--- src/hw/rtl/cpmq_pkg.sv ---
`timescale 1ns / 1ps
package cpmq_pkg;

  // Default number of queue entries.
  localparam int unsigned CPMQ_DEPTH = 8;

  // Widths of one stored entry and of the reported entry count.
  localparam int unsigned HDR_W = 40;
  localparam int unsigned PAY_W = 48;
  localparam int unsigned CNT_W = 4;

  // Operation codes.
  localparam logic [1:0] OP_INSERT = 2'd0;
  localparam logic [1:0] OP_APPEND = 2'd1;
  localparam logic [1:0] OP_POP    = 2'd2;

  // Controller states.
  typedef enum logic [2:0] {
    S_IDLE,
    S_DECIDE,
    S_SCAN,
    S_POP,
    S_FINISH
  } state_t;

  // One request item.
  typedef struct packed {
    logic [1:0]  cmd;
    logic [7:0]  priority_req;
    logic [7:0]  action_char;
    logic [7:0]  first_command;
    logic [7:0]  first_key;
    logic [15:0] first_value;
    logic [7:0]  second_command;
    logic [7:0]  second_key;
    logic [15:0] second_value;
    logic [7:0]  delimiter_char;
  } req_t;

  // One result item.
  typedef struct packed {
    logic [7:0]       out_priority;
    logic [7:0]       out_action;
    logic [7:0]       out_first_command;
    logic [7:0]       out_first_key;
    logic [15:0]      out_first_value;
    logic [7:0]       out_second_command;
    logic [7:0]       out_second_key;
    logic [15:0]      out_second_value;
    logic [7:0]       out_delimiter;
    logic [CNT_W-1:0] entry_count;
    logic             queue_was_empty;
    logic             dropped_oldest;
  } res_t;

endpackage

--- src/hw/rtl/cpmq_req_if.sv ---
`timescale 1ns / 1ps
interface cpmq_req_if;
  logic              valid;
  logic              ready;
  cpmq_pkg::req_t    data;

  modport source (output valid, output data, input ready);
  modport sink (input valid, input data, output ready);
endinterface

--- src/hw/rtl/cpmq_res_if.sv ---
`timescale 1ns / 1ps
interface cpmq_res_if;
  logic              valid;
  logic              ready;
  cpmq_pkg::res_t    data;

  modport source (output valid, output data, input ready);
  modport sink (input valid, input data, output ready);
endinterface

--- src/hw/rtl/coalescing_priority_message_queue_unit.sv ---
`timescale 1ns / 1ps
// Coalescing message queue.
// The request channel carries one operation per transaction: insert with
// coalescing, plain append, or pop of the oldest entry. The result channel
// returns exactly one transaction per request, in request order.
// Entries live in two RAMs (header and payload), each with one write port and
// one registered read port, organized as a ring addressed from a head pointer,
// so a pop or a drop never moves data. Requests are taken one at a time.
// Append, ignored codes, a pop of an empty queue and an insert into an empty
// queue go from the decide state straight to finish; a pop of a held entry
// passes through the pop state. An insert into a nonempty queue scans the
// held entries through the registered read port, one per cycle, from the
// oldest, and finishes at the first match or after the newest entry; the scan
// sets the rate. The controller then returns to idle, where the next request
// is accepted, which may happen while the last result waits.
// When the receiver stalls, a finished result waits in the controller until
// the output register frees up, and no new request is taken.
// Reset clears the occupancy, the head pointer and the output valid and holds
// ready low; RAM contents are left as they are and unwritten ones are never used.
module coalescing_priority_message_queue_unit #(
  parameter int unsigned QUEUE_DEPTH = cpmq_pkg::CPMQ_DEPTH
) (
  input  logic       clk,
  input  logic       rst,
  cpmq_req_if.sink   request,
  cpmq_res_if.source result
);
  import cpmq_pkg::*;

  localparam int unsigned AW = (QUEUE_DEPTH > 1) ? $clog2(QUEUE_DEPTH) : 1;
  localparam int unsigned CW = $clog2(QUEUE_DEPTH + 1);
  localparam int unsigned SW = CW + 1;
  localparam logic [SW-1:0] DEPTH_S = SW'(QUEUE_DEPTH);
  localparam logic [CW-1:0] DEPTH_C = CW'(QUEUE_DEPTH);

  // Ring position of a logical offset from the head.
  function automatic logic [AW-1:0] wrap_addr(logic [AW-1:0] base, logic [CW-1:0] ofs);
    logic [SW-1:0] s;
    s = SW'(base) + SW'(ofs);
    if (s >= DEPTH_S) begin
      s = s - DEPTH_S;
    end
    return s[AW-1:0];
  endfunction

  state_t        state, state_next;
  req_t          req, req_next;
  res_t          res, res_next;
  res_t          out_data;
  logic          out_valid;
  logic [AW-1:0] head, head_next;
  logic [CW-1:0] occ, occ_next;
  logic [CW-1:0] scan_idx, scan_idx_next;
  logic [CW-1:0] cmp_idx, cmp_idx_next;
  logic [AW-1:0] cmp_addr, cmp_addr_next;
  logic          rd_pend, rd_pend_next;

  logic             we;
  logic [AW-1:0]    waddr, raddr;
  logic [HDR_W-1:0] hdr_wdata, hdr_rdata;
  logic [PAY_W-1:0] pay_wdata, pay_rdata;

  logic [HDR_W-1:0] new_hdr;
  logic [PAY_W-1:0] new_pay;
  logic [AW-1:0]    tail_addr, head_inc;
  logic             full, scan_hit, scan_last, do_append;

  // Storage.
  cpmq_ram #(.WIDTH(HDR_W), .DEPTH(QUEUE_DEPTH)) u_hdr_ram (
    .clk(clk), .we(we), .waddr(waddr), .wdata(hdr_wdata),
    .raddr(raddr), .rdata(hdr_rdata)
  );

  cpmq_ram #(.WIDTH(PAY_W), .DEPTH(QUEUE_DEPTH)) u_pay_ram (
    .clk(clk), .we(we), .waddr(waddr), .wdata(pay_wdata),
    .raddr(raddr), .rdata(pay_rdata)
  );

  // Entry packing of the held request.
  assign new_hdr = {req.delimiter_char, req.second_command, req.first_command,
                    req.action_char, req.priority_req};
  assign new_pay = {req.second_value, req.second_key, req.first_value, req.first_key};
  assign hdr_wdata = new_hdr;
  assign pay_wdata = new_pay;

  assign full      = (occ == DEPTH_C);
  assign tail_addr = wrap_addr(head, occ);
  assign head_inc  = wrap_addr(head, CW'(1));

  // Coalescing match on the entry read in the previous cycle.
  assign scan_hit  = rd_pend &&
                     ((req.priority_req < hdr_rdata[7:0]) ||
                      ((req.priority_req == hdr_rdata[7:0]) &&
                       (hdr_rdata[31:16] == {req.second_command, req.first_command})));
  assign scan_last = rd_pend && (cmp_idx == (occ - CW'(1)));

  assign request.ready = (state == S_IDLE) && !rst;
  assign result.valid  = out_valid;
  assign result.data   = out_data;

  // Next state.
  always_comb begin
    state_next = state;
    unique case (state)
      S_IDLE: begin
        if (request.valid) begin
          state_next = S_DECIDE;
        end
      end
      S_DECIDE: begin
        priority case (req.cmd)
          OP_INSERT: state_next = (occ == '0) ? S_FINISH : S_SCAN;
          OP_POP:    state_next = (occ == '0) ? S_FINISH : S_POP;
          default:   state_next = S_FINISH;
        endcase
      end
      S_SCAN: begin
        if (scan_hit || scan_last) begin
          state_next = S_FINISH;
        end
      end
      S_POP: begin
        state_next = S_FINISH;
      end
      S_FINISH: begin
        if (!out_valid || result.ready) begin
          state_next = S_IDLE;
        end
      end
      default: state_next = S_IDLE;
    endcase
  end

  // Datapath control: RAM accesses, pointer updates and result building.
  always_comb begin
    req_next      = req;
    res_next      = res;
    head_next     = head;
    occ_next      = occ;
    scan_idx_next = scan_idx;
    cmp_idx_next  = cmp_idx;
    cmp_addr_next = cmp_addr;
    rd_pend_next  = 1'b0;
    we            = 1'b0;
    waddr         = tail_addr;
    raddr         = head;
    do_append     = 1'b0;

    unique case (state)
      S_IDLE: begin
        if (request.valid) begin
          req_next = request.data;
        end
        scan_idx_next = '0;
      end
      S_DECIDE: begin
        res_next = '0;
        priority case (req.cmd)
          OP_INSERT: do_append = (occ == '0);
          OP_APPEND: do_append = 1'b1;
          OP_POP:    res_next.queue_was_empty = (occ == '0);
          default:   res_next.queue_was_empty = 1'b0;
        endcase
      end
      S_SCAN: begin
        raddr         = wrap_addr(head, scan_idx);
        cmp_idx_next  = scan_idx;
        cmp_addr_next = raddr;
        if (scan_idx < occ) begin
          scan_idx_next = scan_idx + CW'(1);
          rd_pend_next  = 1'b1;
        end
        if (scan_hit) begin
          we    = 1'b1;
          waddr = cmp_addr;
        end else if (scan_last) begin
          do_append = 1'b1;
        end
      end
      S_POP: begin
        res_next.out_priority       = hdr_rdata[7:0];
        res_next.out_action         = hdr_rdata[15:8];
        res_next.out_first_command  = hdr_rdata[23:16];
        res_next.out_second_command = hdr_rdata[31:24];
        res_next.out_delimiter      = hdr_rdata[39:32];
        res_next.out_first_key      = pay_rdata[7:0];
        res_next.out_first_value    = pay_rdata[23:8];
        res_next.out_second_key     = pay_rdata[31:24];
        res_next.out_second_value   = pay_rdata[47:32];
        head_next = head_inc;
        occ_next  = occ - CW'(1);
      end
      S_FINISH: begin
        res_next = res;
      end
      default: res_next = res;
    endcase

    // Tail write; a full ring overwrites the oldest slot and moves the head.
    if (do_append) begin
      we    = 1'b1;
      waddr = tail_addr;
      if (full) begin
        head_next               = head_inc;
        res_next.dropped_oldest = 1'b1;
      end else begin
        occ_next = occ + CW'(1);
      end
    end

    if (state == S_DECIDE || state == S_SCAN || state == S_POP) begin
      res_next.entry_count = CNT_W'(occ_next);
    end
  end

  // Control registers.
  always_ff @(posedge clk) begin
    if (rst) begin
      state     <= S_IDLE;
      head      <= '0;
      occ       <= '0;
      rd_pend   <= 1'b0;
      out_valid <= 1'b0;
    end else begin
      state   <= state_next;
      head    <= head_next;
      occ     <= occ_next;
      rd_pend <= rd_pend_next;
      if (state == S_FINISH && (!out_valid || result.ready)) begin
        out_valid <= 1'b1;
      end else if (result.ready) begin
        out_valid <= 1'b0;
      end
    end
  end

  // Payload registers.
  always_ff @(posedge clk) begin
    req      <= req_next;
    res      <= res_next;
    scan_idx <= scan_idx_next;
    cmp_idx  <= cmp_idx_next;
    cmp_addr <= cmp_addr_next;
    if (state == S_FINISH && (!out_valid || result.ready)) begin
      out_data <= res;
    end
  end

  // Checks.
  a_occ_bound: assert property (@(posedge clk) disable iff (rst)
    occ <= DEPTH_C)
    else $error("occupancy exceeds queue depth");

  a_out_from_finish: assert property (@(posedge clk) disable iff (rst)
    $rose(out_valid) |-> $past(state == S_FINISH))
    else $error("result presented without a finished operation");

  a_write_state: assert property (@(posedge clk) disable iff (rst)
    we |-> (state == S_DECIDE || state == S_SCAN))
    else $error("RAM write outside a modifying state");

  a_empty_pop: assert property (@(posedge clk) disable iff (rst)
    (out_valid && out_data.queue_was_empty) |->
      (out_data.out_priority == '0 && out_data.entry_count == '0 &&
       !out_data.dropped_oldest))
    else $error("empty pop result carries data");

  a_scan_read: assert property (@(posedge clk) disable iff (rst)
    (state == S_SCAN && rd_pend) |-> $past(state == S_SCAN))
    else $error("scan compare without an issued read");

endmodule

--- src/hw/rtl/cpmq_ram.sv ---
`timescale 1ns / 1ps
module cpmq_ram #(
  parameter int unsigned WIDTH = 8,
  parameter int unsigned DEPTH = 8
) (
  input  logic                                          clk,
  input  logic                                          we,
  input  logic [((DEPTH > 1) ? $clog2(DEPTH) : 1)-1:0]  waddr,
  input  logic [WIDTH-1:0]                              wdata,
  input  logic [((DEPTH > 1) ? $clog2(DEPTH) : 1)-1:0]  raddr,
  output logic [WIDTH-1:0]                              rdata
);

  logic [WIDTH-1:0] mem [DEPTH];

  // Single write port, registered read port.
  always_ff @(posedge clk) begin
    if (we) begin
      mem[waddr] <= wdata;
    end
    rdata <= mem[raddr];
  end

endmodule
--- src/flat_wrapper.sv ---
// flat-port wrapper written by rule: the top's interface ports become plain ports
module coalescing_priority_message_queue_unit_flat import cpmq_pkg::*;
#(
  parameter int unsigned QUEUE_DEPTH = cpmq_pkg::CPMQ_DEPTH
)
  (clk, rst, request_valid, request_data, request_ready, result_valid, result_data, result_ready);
  cpmq_req_if request_i ();
  cpmq_res_if result_i ();
  input  logic clk;
  input  logic rst;
  input wire logic [$bits(request_i.valid)-1:0] request_valid;
  input wire logic [$bits(request_i.data)-1:0] request_data;
  output wire logic [$bits(request_i.ready)-1:0] request_ready;
  output wire logic [$bits(result_i.valid)-1:0] result_valid;
  output wire logic [$bits(result_i.data)-1:0] result_data;
  input wire logic [$bits(result_i.ready)-1:0] result_ready;
  assign request_i.valid = request_valid;
  assign request_i.data = request_data;
  assign request_ready = request_i.ready;
  assign result_valid = result_i.valid;
  assign result_data = result_i.data;
  assign result_i.ready = result_ready;
  coalescing_priority_message_queue_unit #(.QUEUE_DEPTH(QUEUE_DEPTH)) u_core (.clk(clk), .rst(rst), .request(request_i), .result(result_i));
endmodule
--- config.mk ---
export PLATFORM = sky130hd
export DESIGN_NAME = coalescing_priority_message_queue_unit_flat
export DESIGN_NICKNAME = d
export VERILOG_FILES = /design/src/hw/rtl/cpmq_pkg.sv /design/src/hw/rtl/cpmq_req_if.sv /design/src/hw/rtl/cpmq_res_if.sv /design/src/hw/rtl/coalescing_priority_message_queue_unit.sv /design/src/hw/rtl/cpmq_ram.sv /design/src/flat_wrapper.sv
export SDC_FILE = /design/constraint.sdc
export NUM_CORES = 1
export LEC_CHECK = 0
export BUFFER_PORTS_ARGS = -buffer_cell sky130_fd_sc_hd__buf_4
export CAP_MARGIN = 10
export CORE_MARGIN = 3
export CORE_UTILIZATION = 60
export DETAILED_ROUTE_END_ITERATION = 16
export PLACE_DENSITY = 0.88
export SYNTH_ARGS = -nofsm -noshare
export SYNTH_HDL_FRONTEND = slang
export SYNTH_SLANG_ARGS = --single-unit
--- constraint.sdc ---
create_clock -name clk -period 27.8 [get_ports clk]
set_input_delay 1.39 -clock clk [delete_from_list [all_inputs] [get_ports clk]]
set_output_delay 1.39 -clock clk [all_outputs]
set_load 0.02 [all_outputs]
==> run metrics, run 1 <==
adder-cell share of the synthesized area=0.00646; Clk pin slew, worst setup/hold paths=0.07 ns; Clock Sinks=approximately 1100; Startpoint Class=flop; cts repair resizes=0; largest net degree at the start of global routing=173; fraction of registers with async set/reset=0; Max clock buf depth=3; routed wire length=approximately 90000 um; count of cell types in the netlist=55; crit path DAT=5.11 ns; final setup vio count=0; worst setup path class=reg -> reg; hold slack=0.411 ns; starting density of the core=0.613; DRT iter0 DRCs=2630; Max-Slew Margin vs Limit=0.194; fmax=207 MHz; vias per inst=6.50; Cell Area, Synth=39100 um^2; initial antenna violation count=3; Overflow after GRT=0; hold path cells=0; post-synthesis mux area share=0.128; worst-case vdd ir drop=0.0544 mV; FF-to-FF path depth=10; Critical Path Source=u_core.hdr_wdata[7]$_DFFE_PP_; syn avg cell area=22.7 um^2; Die H=approximately 260 um; Hold Path Class=reg -> reg; Yosys top cell area share=0.762; Hold Violations, Final=0; H-Tree Depth=3; CTS buffer count=100; critical path fanouts, max=49; Clock Latency Late Sink=around 0.67 ns; core area=63800 um^2; Post-synth EDFFs=992; CTS Hold Buffers Added=0; GRT Resource Usage Total=0.265; R2R setup slack=22.96 ns; Power Density=~98 nW/um^2; status=finished clean; Hold Path End=u_core.result.data[83]$_DFFE_PP_; fraction of layout cells with a size suffix above 1=0.318; Hold Path Origin=u_core.res[83]$_SDFFCE_PN0P_; row cnt=92; Pins Over Slew Limit=0; chip width=261 um; Worst R2R End=u_core.u_hdr_ram.mem[0][37]$_DFFE_PP_; main combinational cell family by area after synthesis=multiplexers; fill cell count=3468; Final GP Congestion=0.832; Tmin final=4.84 ns; RSZ-0062 raised after global routing=false; post-DP HPWL=about 43000 um; TritonCTS clock tree=built; area leader, netlist=edfxtp_1; Layout Skew=0.0281 ns; Post-synth top flop=edfxtp_1; syn nets=1833; average wire per standard cell=30.4 um; number of antenna-violating nets in the routed design=0; post-synthesis simple-gate area fraction=0.0238; Post-CTS Setup Repair Bufs=0; WP data required=around 28 ns; via count=between 15000 and 20000; overall power=0.00439 W; Initial DRT Pass Iterations=5; largest cells by area after synthesis=edfxtp_1 76%, mux4_2 10%, dfxtp_1 5.2%, mux2_2 2.5%, and3_1 1.3%; Synth Area in Compound Gates=0.00877; Gate Count Post-Synth=1720; Top Ports=190; Slew @ Worst Pin=1.21 ns; Final Cycle Share=0.174; Syn-to-layout area delta=15.0%; post-synthesis sequential area ratio=0.814; Final nets=approximately 2100; die area=68300 um^2; Worst setup EP type=flop; #FFs+latches synth=1093; setup_tns=0 ns; Post-Synth XOR/XNOR Area=0.00717; Max-Cap Viols=0; Yosys warnings=0; clk root buf=clkbuf_16; Pleak=15.5 nW; RR Startpoint=u_core.hdr_wdata[7]$_DFFE_PP_; vias in the first global route=19400; drc violations=0; IO Port Bufs=roughly 190; first-pass GRT wire length=131000 um
## metrics by stage
| step | worst slack [ns] | utilization | instances | area [um^2] |
|---|---|---|---|---|
| after detailed placement | 23.20 | 0.652 | 2711 | 41600 |
| final | 22.96 | 0.705 | 2899 | 45000 |
| after global placement | 23.42 | 0.652 | 2711 | 41600 |
| after floorplan | 18.99 | - | 1720 | 39100 |
| after CTS | 23.05 | 0.705 | 2898 | 45000 |
| after global routing | 22.82 | 0.705 | 2898 | 45000 |
## cell usage in the layout, fill, tap and decap left out, drive strengths merged, types with 7 or more instances in the layout
master,instances
mux2,88
inv,26
clkinv,32
xnor2,15
buf,215
and3,84
bufinv,15
ha,17
clkinvlp,7
xor2,17
dfxtp,101
nor3,7
nand3,7
clkbuf,129
nor2,28
mux4,176
nand2,17
edfxtp,992
a21oi,11
## final cells by class
cell class                 count  area [um^2]  area share
timing repair buffer         215         1650      0.0367
sequential                  1093        31800       0.708
multi-input combinational    535         6960       0.155
tap                          846         1060      0.0235
inverter                      22         82.6     0.00184
clock buffer                 129         2680      0.0596
clock inverter                58          712      0.0158
antenna                        1         2.50   0.0000557
## worst max-delay path: stages, from the launching register on
cell,delay (ns)
edfxtp_1,0.53
ha_1,0.40
and4_1,0.27
o2111ai_1,0.19
a41oi_1,0.32
o21ai_1,0.25
o21bai_1,0.44
nand2_1,0.36
o22ai_4,0.18
buf_4,0.65
buf_4,0.78
## sequential cells by signal (all words and copies together), names as in the netlist, 2 cells and up
register	cells
u_core.head	3
u_core.cmp_idx	4
u_core.cmp_addr	3
u_core.result.data	94
u_core.hdr_wdata	40
u_core.u_hdr_ram.mem	320
u_core.u_pay_ram.rdata	48
u_core.u_pay_ram.mem	384
u_core.state	3
u_core.u_hdr_ram.rdata	40
u_core.occ	4
u_core.res	94
u_core.new_pay	48
u_core.scan_idx	4
u_core.req	2
## power breakdown
group          leakage, nW  switching, W  internal [W]
Combinational         3.91      0.000406      0.000279
Sequential            9.90      0.000157       0.00212
Clock                 1.64      0.000601      0.000824
Total                 15.5       0.00116       0.00322
## logic make-up after synthesis
logic type	count (synthesis)
xor gates and xnor gates	32
AOI/OAI and AO/OA	48
and+or+nand+nor	167
adders and majority gates	19
buffers and inverters	92
DFF	1093
muxes	269
## metal layers
metal	wire length (um)	GRT usage	vias to the layer above
met5	30	0	-
met4	3610	0.111	4
met3	7820	0.0490	234
met2	44500	0.428	1336
met1	32300	0.365	9742
li1	-	-	7527
## how the worst max path moves through the flow
stage	end	slack (ns)	cells past startpoint
floorplan	u_core.u_hdr_ram.mem[7][0]$_DFFE_PP_	18.99	8
global placement	u_core.u_pay_ram.mem[0][0]$_DFFE_PP_	23.42	10
detailed placement	u_core.u_pay_ram.mem[0][0]$_DFFE_PP_	23.20	9
CTS	u_core.u_hdr_ram.mem[0][37]$_DFFE_PP_	23.05	10
global route	u_core.u_hdr_ram.mem[0][37]$_DFFE_PP_	22.82	10
finish	u_core.u_hdr_ram.mem[0][37]$_DFFE_PP_	22.96	10
## synthesized netlist by cell type (3+ instances only)
library cell,n
edfxtp_1,992
mux4_2,176
dfxtp_1,101
mux2_2,88
and3_1,84
clkbuf_1,32
nor2_1,27
inv_1,21
ha_1,17
xor2_1,17
buf_6,16
nand2_1,16
buf_1,15
xnor2_1,15
a21oi_1,11
buf_2,7
nand3_1,7
nor3_1,7
nand2b_1,5
and2_1,4
mux2i_1,4
nor4_1,4
o21ai_0,4
o22ai_1,4
a211oi_1,3
a21o_1,3
a2bb2oi_1,3
a41oi_1,3
nor2b_1,3
Note: power is estimated with default switching activity, not from simulation.
==> run 2: changes to the inputs <==
==> constraint.sdc (replaced) <==
create_clock -name clk -period 4.9 [get_ports clk]
set_input_delay 0.245 -clock clk [delete_from_list [all_inputs] [get_ports clk]]
set_output_delay 0.245 -clock clk [all_outputs]
set_load 0.02 [all_outputs]
==> run 2 against run 1 <==
Global-route usage grew 2.1 points. Final cell count up 3.3%. Via count is 4.4% higher. Non-clock buffer count rose by 97. Clock power grew to 5.8 times the previous value. Utilization up 1.8 points. Combinational power increased to 5.9 times the previous value. Register-to-register slack got worse by 22 ns. Sequential cell count is the same. Sequential share of layout area down 1.8 points. Clock skew grew 0.0068 ns. Largest power group unchanged. Highest routed layer unchanged.
==> run metrics, run 2 (synthesized netlist as in run 1, its figures left out) <==
status=finished clean; Most flops, register=u_core.u_pay_ram.mem; Hold Violations, Final=0; Tmin final=around 4.3 ns; TritonCTS clock tree=built; Overflow after GRT=0; Post-CTS Setup Repair Bufs=0; hold slack=about 0.17 ns; via count=19700; Max clock buf depth=3; core area=63800 um^2; chip width=between 200 and 300 um; GRT Resource Usage Total=0.286; row cnt=92; Power Density=549 nW/um^2; critical path fanouts, max=30; RSZ-0062 raised after global routing=false; routed wire length=95500 um; Die H=261 um; Max-Slew Margin vs Limit=0.250; Final Cycle Share=0.884; most common cell after layout, fill and taps aside=edfxtp_1; vias in the first global route=20000; Pleak=15.9 nW; Startpoint Class=flop; die area=68300 um^2; average wire per standard cell=approximately 32 um; Pins Over Slew Limit=0; worst setup path class=reg -> reg; Syn-to-layout area delta=18.0%; Layout Skew=approximately 0.035 ns; Worst setup EP type=flop; fmax=around 230 MHz; Final nets=approximately 2200; CTS buffer count=100; WP data required=5.24 ns; final setup vio count=0; first-pass GRT wire length=140000 um; n_diodes=0; H-Tree Depth=3; DRT iter0 DRCs=2493; Hold Path Class=in -> reg; largest net degree at the start of global routing=about 170; worst-case vdd ir drop=0.328 mV; most frequent cells in the layout=992 x edfxtp_1, 204 x buf_4, 176 x mux4_2; setup_tns=0 ns; Clock Latency Late Sink=0.67 ns; Max-Cap Viols=0; number of antenna-violating nets in the routed design=0; largest registers=u_core.u_pay_ram.mem (384), u_core.u_hdr_ram.mem (320); Top Ports=190; starting density of the core=0.613; Clk pin slew, worst setup/hold paths=0.06 ns; CTS Hold Buffers Added=92; Final GP Congestion=~0.83; vias per inst=6.57; initial antenna violation count=5; fin cells=2996; drc violations=0; cts repair resizes=0; flip-flop count of the largest register after layout=384; crit path DAT=4.67 ns; post-DP HPWL=45100 um; Initial DRT Pass Iterations=6; fraction of layout cells with a size suffix above 1=0.306; fill cell count=3266; multi-input gate area in the final layout=6960 um^2; clk root buf=clkbuf_16; storage element area=between 30000 and 40000 um^2; Clock Sinks=1093; dpl cells=2716; IO Port Bufs=189; Slew @ Worst Pin=1.12 ns
[run 2: cell count changes in the layout (fill, tap and decap cells not counted)]
cell | before | now
clkinv_1 | 13 | 10
clkbuf_16 | 100 | 102
clkbuf_1 | 22 | 26
diode_2 | 1 | 0
buf_4 | 212 | 204
dlygate4sd3_1 | 0 | 92
buf_12 | 3 | 16
clkinvlp_4 | 7 | 4
clkinv_4 | 2 | 3
[run 2: path summary, 6_finish.rpt]
kind	from	endpoint	slack [ns]	cells past startpoint
worst max-delay path	u_core.hdr_wdata[7]$_DFFE_PP_	u_core.u_pay_ram.mem[4][15]$_DFFE_PP_	0.57	9
worst max register to register	u_core.hdr_wdata[7]$_DFFE_PP_	u_core.u_pay_ram.mem[4][15]$_DFFE_PP_	0.57	9
worst min-delay path	request_valid	u_core.state[1]$_SDFFE_PP0P_	0.17	4
worst min register to register	u_core.res[90]$_SDFFCE_PN0P_	u_core.result.data[90]$_DFFE_PP_	0.42	0
[run 2: power by group]
part | switching [W] | internal [W] | leakage (nW) | total, W
Combinational | 0.00239 | 0.00166 | 4.36 | 0.00405
Clock | 0.00355 | 0.00475 | 1.67 | 0.00830
Sequential | 0.000953 | 0.0120 | 9.90 | 0.0130
[run 2: layout make-up]
cell class,instances,share of cell area
clock buffer,135,0.0595
clock inverter,53,0.0149
inverter,22,0.00179
multi-input combinational,535,0.151
sequential,1093,0.690
tap,846,0.0230
timing repair buffer,312,0.0601
[run 2: per-stage QoR]
stage          power (W)  area, um^2  setup slack, ns  utilization
2_1_floorplan     0.0154       39100            -1.94            -
3_3_place_gp      0.0165       41800             1.08        0.655
3_5_place_dp      0.0168       41800            0.936        0.655
4_1_cts           0.0252       46100            0.769        0.723
5_1_grt           0.0260       46100            0.437        0.723
6_report          0.0253       46100            0.569        0.723
[run 2: critical path, stage by stage, from the launching register on]
cell	delay (ns)
edfxtp_1	0.53
ha_1	0.40
and4_1	0.27
o2111ai_1	0.18
a41oi_1	0.33
o21ai_1	0.26
o21bai_1	0.53
nand2_1	0.40
o22ai_4	0.75
buf_12	0.32
[run 2: per-layer routing]
metal | vias to the layer above | share of wire | routed length [um] | global-route usage
li1 | 7735 | - | - | -
met1 | 10100 | 0.35 | 33700 | 0.377
met2 | 1505 | 0.51 | 49100 | 0.480
met3 | 289 | 0.089 | 8460 | 0.0486
met4 | 4 | 0.044 | 4230 | 0.121
met5 | - | 0.00028 | 27 | 0
